===== src/design/cbc_pkg.sv =====
// Shared types, constants and rounding helper for the circle/box collision pipeline.
package cbc_pkg;

  localparam int unsigned SQRT_STEPS = 32;
  localparam int unsigned DIV_STEPS  = 15;
  localparam int unsigned Q14_ONE    = 16384;

  // Geometry traveling alongside the sine unit.
  typedef struct packed {
    logic               valid;
    logic               geo;
    logic               cb;
    logic signed [32:0] dx;
    logic signed [32:0] dy;
    logic [31:0]        r;
    logic [30:0]        hx;
    logic [30:0]        hy;
  } sn_side_t;

  // Contact data traveling alongside the square root unit.
  typedef struct packed {
    logic        valid;
    logic        hit;
    logic        sx;
    logic        sy;
    logic [31:0] ax;
    logic [31:0] ay;
    logic [31:0] r;
  } sq_side_t;

  // Result data traveling alongside the divider.
  typedef struct packed {
    logic        valid;
    logic        hit;
    logic        nz;
    logic        sx;
    logic        sy;
    logic [30:0] depth;
  } dv_side_t;

  typedef struct packed {
    logic               hit;
    logic [30:0]        depth;
    logic signed [15:0] nx;
    logic signed [15:0] ny;
  } res_t;

  // Divide by 2^14, magnitude rounded to nearest, halves away from zero.
  function automatic logic signed [37:0] round_q14(input logic signed [50:0] v);
    logic [50:0] m;
    logic [50:0] r;
    m = v[50] ? 51'(-v) : 51'(v);
    r = (m + 51'd8192) >> 14;
    return v[50] ? -$signed({1'b0, r[36:0]}) : $signed({1'b0, r[36:0]});
  endfunction

endpackage


===== src/design/cbc_sine.sv =====
// Four-stage sine and cosine polynomial unit with geometry passed alongside.
module cbc_sine (
  input  logic              clk_i,
  input  logic              rst_ni,
  input  logic              en_i,
  input  logic [15:0]       ang_i,
  input  cbc_pkg::sn_side_t side_i,
  output logic signed [15:0] sin_o,
  output logic signed [15:0] cos_o,
  output cbc_pkg::sn_side_t side_o
);
  import cbc_pkg::*;

  logic [15:0] ang_l [2];
  logic [1:0]  q1_d [2];
  logic [14:0] u1_d [2];
  logic [29:0] uu    [2];
  logic [1:0]  q1_q [2], q2_q [2], q3_q [2];
  logic [14:0] u1_q [2], u2_q [2], u3_q [2];
  logic [14:0] x1_q [2], x2_q [2];
  logic [25:0] m1    [2];
  logic [13:0] p2_q [2];
  logic [28:0] m2    [2];
  logic [14:0] p3_q [2];
  logic [29:0] m3    [2];
  logic [15:0] s4    [2];
  logic signed [15:0] s4_q [2];
  sn_side_t    side_q [4];

  assign ang_l[0] = ang_i;
  assign ang_l[1] = ang_i + 16'd16384;

  always_comb begin
    for (int l = 0; l < 2; l++) begin
      q1_d[l] = ang_l[l][15:14];
      u1_d[l] = ang_l[l][14] ? 15'(15'd16384 - {1'b0, ang_l[l][13:0]})
                             : {1'b0, ang_l[l][13:0]};
      uu[l]   = u1_d[l] * u1_d[l];
      m1[l]   = x1_q[l] * 11'd1160;
      m2[l]   = x2_q[l] * p2_q[l];
      m3[l]   = u3_q[l] * p3_q[l];
      s4[l]   = (m3[l][29:14] > 16'(Q14_ONE)) ? 16'(Q14_ONE) : m3[l][29:14];
    end
  end

  always_ff @(posedge clk_i or negedge rst_ni) begin
    if (!rst_ni) begin
      for (int k = 0; k < 4; k++) side_q[k] <= '0;
    end else if (en_i) begin
      side_q[0] <= side_i;
      for (int k = 1; k < 4; k++) side_q[k] <= side_q[k-1];
    end
  end

  always_ff @(posedge clk_i) begin
    if (en_i) begin
      for (int l = 0; l < 2; l++) begin
        q1_q[l] <= q1_d[l];
        u1_q[l] <= u1_d[l];
        x1_q[l] <= uu[l][28:14];
        q2_q[l] <= q1_q[l];
        u2_q[l] <= u1_q[l];
        x2_q[l] <= x1_q[l];
        p2_q[l] <= 14'd10512 - 14'(m1[l][25:14]);
        q3_q[l] <= q2_q[l];
        u3_q[l] <= u2_q[l];
        p3_q[l] <= 15'd25736 - 15'(m2[l][28:14]);
        s4_q[l] <= q3_q[l][1] ? -$signed(s4[l]) : $signed(s4[l]);
      end
    end
  end

  assign sin_o  = s4_q[0];
  assign cos_o  = s4_q[1];
  assign side_o = side_q[3];

endmodule


===== config.mk =====
export PLATFORM = sky130hd
export DESIGN_NAME = cbc_sine
export DESIGN_NICKNAME = d
export VERILOG_FILES = /design/src/design/cbc_pkg.sv /design/src/design/cbc_sine.sv
export SDC_FILE = /design/constraint.sdc
export NUM_CORES = 2
export LEC_CHECK = 0
export ABC_CLOCK_PERIOD_IN_PS = 18000
export BUFFER_PORTS_ARGS = -buffer_cell sky130_fd_sc_hd__buf_2
export CAP_MARGIN = 20
export CORE_MARGIN = 2
export CORE_UTILIZATION = 55
export DETAILED_ROUTE_END_ITERATION = 10
export GPL_TIMING_DRIVEN = 0
export PLACE_DENSITY = 0.78
export SYNTH_ARGS = -nofsm -noshare
export SYNTH_HDL_FRONTEND = slang
export SYNTH_SLANG_ARGS = --single-unit

===== constraint.sdc =====
create_clock -name clk_i -period 18 [get_ports clk_i]
set_input_delay 1.8 -clock clk_i [delete_from_list [all_inputs] [get_ports clk_i]]
set_output_delay 1.8 -clock clk_i [all_outputs]
set_load 0.01 [all_outputs]

* After elaboration in Yosys (flattened, before gate mapping)
Memories as Yosys holds them, arrays and structs flattened.
Index checks and enable logic that the tools add are counted.
** Word-level totals
- Flip-flop bits (word level) :: 652
- Bits in writable memories :: 252
- Output and inout port bits :: 195
- Logic and storage cells :: 70
- Memories kept :: 11
** Memories
- s4_q :: words 2, width 16, read ports 2, clocked after Yosys merged registers in 0, wr ports 2, line cbc_sine.sv:27 : logic signed [15:0] s4_q [2];
- p3_q :: words 2, width 15, read ports 2, clocked after Yosys merged registers in 0, wr ports 2, line cbc_sine.sv:24 : logic [14:0] p3_q [2];
- u1_q :: words 2, width 15, read ports 2, clocked after Yosys merged registers in 0, wr ports 2, line cbc_sine.sv:19 : logic [14:0] u1_q [2], u2_q [2], u3_q [2];
- u2_q :: words 2, width 15, read ports 2, clocked after Yosys merged registers in 0, wr ports 2, line cbc_sine.sv:19
- u3_q :: words 2, width 15, read ports 2, clocked after Yosys merged registers in 0, wr ports 2, line cbc_sine.sv:19
- x1_q :: words 2, width 15, read ports 2, clocked after Yosys merged registers in 0, wr ports 2, line cbc_sine.sv:20 : logic [14:0] x1_q [2], x2_q [2];
- +5 memories
** Operators by class
- Add/sub/neg operators :: 9
- $mul :: 8
- $lt $le $gt $ge :: 2
- Muxes and demuxes :: 8
** Operators by type and width (count)
- $mux W16 :: 4
- $mul A15 B15 Y30 :: 2
- $mul A15 B14 Y29 :: 2
- $mul A15 B15 Y29 :: 2
- $mul A15 B8 Y23 const B :: 2
- $gt A16 B15 Y1 const B :: 2
- $neg A16 Y16 :: 2
- $mux W15 :: 2
- $sub A15 B14 Y15 const A :: 2
- $sub A15 B15 Y15 const A :: 2
- $sub A14 B12 Y14 const A :: 2
- $add A16 B15 Y16 const B :: 1
- $mux W1 :: 2

* Longest topological paths before layout
An unclocked memory read counts as a cell.
- Word-level depth :: 6
- Mapped depth :: 35

* Least setup slack after synthesis
No wires, ideal clock.
- Path type :: input -> register
- Start :: input port ang_i[0]
- End :: memory x1_q[1][14], in the netlist x1_q[0][29], data pin
- Setup time :: 0.271 ns
- Data arrival time :: 9.875 ns
- Required time :: 17.729 ns
- Path slack :: 7.854 ns
- Cell stages on the path :: 34
- Path buffers :: 2
- Cell sequence :: inv_1 > clkbuf_1 > ha_1 > nand2_1 > or3_1 > or3_1 > or3_1 > and2_1 > xnor2_1 > clkbuf_1 > nor2_1 > fa_1 > inv_1 > fa_1 > inv_1 > fa_1 > inv_1 > fa_1 > fa_1 > inv_1 > fa_1 > ha_1 > a21o_1 > a21o_1 > a21o_1 > o21ai_0 > a221oi_1 > nor2_1 > a2111oi_1 > a311o_1 > a31oi_2 > nor2_1 > a2111oi_0 > xnor2_1
** RTL lines
- start, declared :: line cbc_sine.sv:6 : input logic [15:0] ang_i,
- end, declared :: line cbc_sine.sv:20

==> impl_metrics.tcl <==
set metrics [dict create \
    async_flop_share_pct 72.8 \
    grt_pass1_wl_um 280000 \
    final_core_util_pct 61.1 \
    path_clk_slew_ns 0.08 \
    status "finished, final reports clean" \
    first_iter_violations 2899 \
    synth_flop_cell "dfrtp_1" \
    slew_headroom_pct 17.1 \
    die_area_sq_um 142000 \
    cts_resized 0 \
    cp-end-kind "flip-flop" \
    die_y_um 376 \
    synth_warnings 0 \
    path_common_cell "fa_1" \
    multi_input_area_sq_um 46300 \
    startpoint_type "input port" \
    num_vias 49700 \
    tns_ns 0 \
    worstSetupPathType "in2reg" \
    crit_required_ns 18.45 \
    holdBufCountCts 0 \
    hold_violations 0 \
    grt_max_degree 127 \
    io_pins 377 \
    clk_latency_ns 0.72 \
    drcViolationCount 0 \
    crit_path_top_delay_cell "a2111oi_1" \
    avgSynthCellArea_sq_um 11.1 \
    seq_area_sq_um 23600 \
    tightest_slew_ns 1.24 \
    use_met1_pct 30.6 \
    fin_skew_ns 0.0704 \
    placeableCoreArea_sq_um 137000 \
    io_buffers 375 \
    post_cts_buffers 0 \
    syn_area_sq_um 76300 \
    cts.sinks 895 \
    wl_per_cell_um 18.4 \
    max_freq_ghz 0.0882 \
    synthCells 6857 \
    area_growth_pct 10.1 \
    place.detailed.hpwl_um 136000 \
    postRouteAntennaNets 0 \
    ys_seq_elements 895 \
    cts_htree_levels 3 \
    cts_root_buf "clkbuf_16" \
    synth_edf_count 243 \
    finalCritPeriodShare_pct 63.0 \
    via_per_inst 5.38 \
    antenna_found_initial 47 \
    wl_um 170000 \
    start_util_pct 55.5 \
    drv_cap 0 \
    met3_usage_pct 7.69 \
    slew_viol_final 0 \
    numCtsBuffers 94 \
    die_width_um 376 \
    layout-drive-gt1-share_pct 18.9 \
    cts_tree "done" \
    met2_usage_pct 41.2 \
    place_congestion 0.948 \
    fill_cells 10800 \
    cp.arrival_ns 11.80 \
    synthDistinctLibCells 105 \
    crit_path_max_incr_delay_ns 0.81 \
    seq_area_frac_synth_pct 31.0 \
    finalSetupViolCount 0 \
    finalCriticalPeriod_ns 11.34 \
    first_pass_iters 6 \
    num_rows 136 \
    cp_max_fo 10 \
    rsz0062_at_grt "no" \
    hp-class "reg2reg" \
    clk_path_buf_depth 3 \
    grt_overflow 0 \
    grtUsageTotal_pct 24.7 \
    layout.nets 9097 \
    grt-busiest-layer "met2" \
    grt_pass1_vias 53900 \
]
==> layer usage <==
layer  part of all wire [%]  up-vias  routed length, um
met2                     48     1514              82000
met5                   0.26        -                449
met4                    3.1       64               5330
met3                    8.9      371              15200
li1                       -    22700                  -
met1                     39    25000              67000
==> registers in the layout, summed over array words and instances (netlist names) <==
| signal | count |
|---|---|
| p2_q | 28 |
| u3_q | 29 |
| x1_q | 30 |
| q1_q | 2 |
| u1_q | 29 |
| p3_q | 30 |
| side_o | 163 |
| q2_q | 2 |
| side_q | 489 |
| q3_q | 2 |
| x2_q | 30 |
| u2_q | 29 |
| s4_q | 32 |
==> logic make-up after synthesis <==
logic type,after synthesis,share of synthesized area [%]
XOR/XNOR,196,2.25
other,2,0.00985
adder cells (fa/ha/maj),1559,34.7
flip-flops,895,31.0
buffers and inverters,1547,8.45
AND/OR/NAND/NOR,1583,10.0
AO/OA/AOI/OAI,413,3.87
multiplexers,662,9.76
==> placed cells by master (no fill, tap or decap), types with 22 or more instances in the layout <==
master	n
fa_1	924
nor2_1	265
and2_1	441
nand3_1	39
mux2_2	654
xor2_1	69
nor3_1	57
a21o_1	45
a31oi_1	22
clkbuf_1	239
buf_2	377
dfrtp_1	652
nand2_1	635
ha_1	635
xnor2_1	127
buf_4	166
o21ai_0	50
inv_1	1129
clkbuf_16	95
edfxtp_1	243
a21oi_1	98
nor2b_1	22
==> critical path, delay by kind of cell <==
| family | cells | cell delay [ns] |
|---|---|---|
| fa+ha+maj | 8 | 3.61 |
| compound gates | 9 | 2.41 |
| simple gates | 9 | 1.95 |
| buf+inv | 8 | 1.68 |
| xor+xnor | 2 | 0.28 |
==> final cells by class <==
type	count	area share, %
clock buffer	132	3.19
timing repair buffer	385	2.52
tap	1794	2.67
buffer	405	2.57
sequential	895	28.1
clock inverter	43	0.679
multi-input combinational	4433	55.1
inverter	1142	5.10
antenna	18	0.0536
==> per-stage QoR <==
step	cell area, sq um	instances	worst slack [ns]	hold slack (ns)
3_5_place_dp	80700	9052	6.17	0.405
4_1_cts	83900	9227	6.87	0.342
5_1_grt	84000	9237	6.20	0.377
6_report	84000	9247	6.66	0.356
3_3_place_gp	80500	9044	2.11	0.400
2_1_floorplan	76300	6875	7.85	0.400
==> final timing paths <==
path                                  start          end  slack [ns]  cells past startpoint
worst max register to register  u3_q[0][22]  s4_q[0][28]        8.88                     31
worst min register to register  u2_q[0][13]  u3_q[0][13]        0.36                      0
max in group asynchronous            rst_ni  side_q[446]       14.33                      5
min in group asynchronous            rst_ni  side_q[389]        1.05                      1
worst min-delay path            u2_q[0][13]  u3_q[0][13]        0.36                      0
worst max-delay path               ang_i[0]  x1_q[0][28]        6.66                     36
==> synth_stat cells, drive strengths merged, types with 127 or more instances <==
cell | instances | area, sq um
fa | 924 | 18500
inv | 1134 | 4260
mux2 | 654 | 7360
dfrtp | 652 | 16300
nand2 | 635 | 2380
buf | 186 | 1340
ha | 635 | 7950
clkbuf | 219 | 822
xnor2 | 127 | 1110
nor2 | 266 | 1000
and2 | 442 | 2770
edfxtp | 243 | 7300
Power is not shown: default switching activity piles up to over one toggle a cycle in this logic, so the estimate is an artifact.
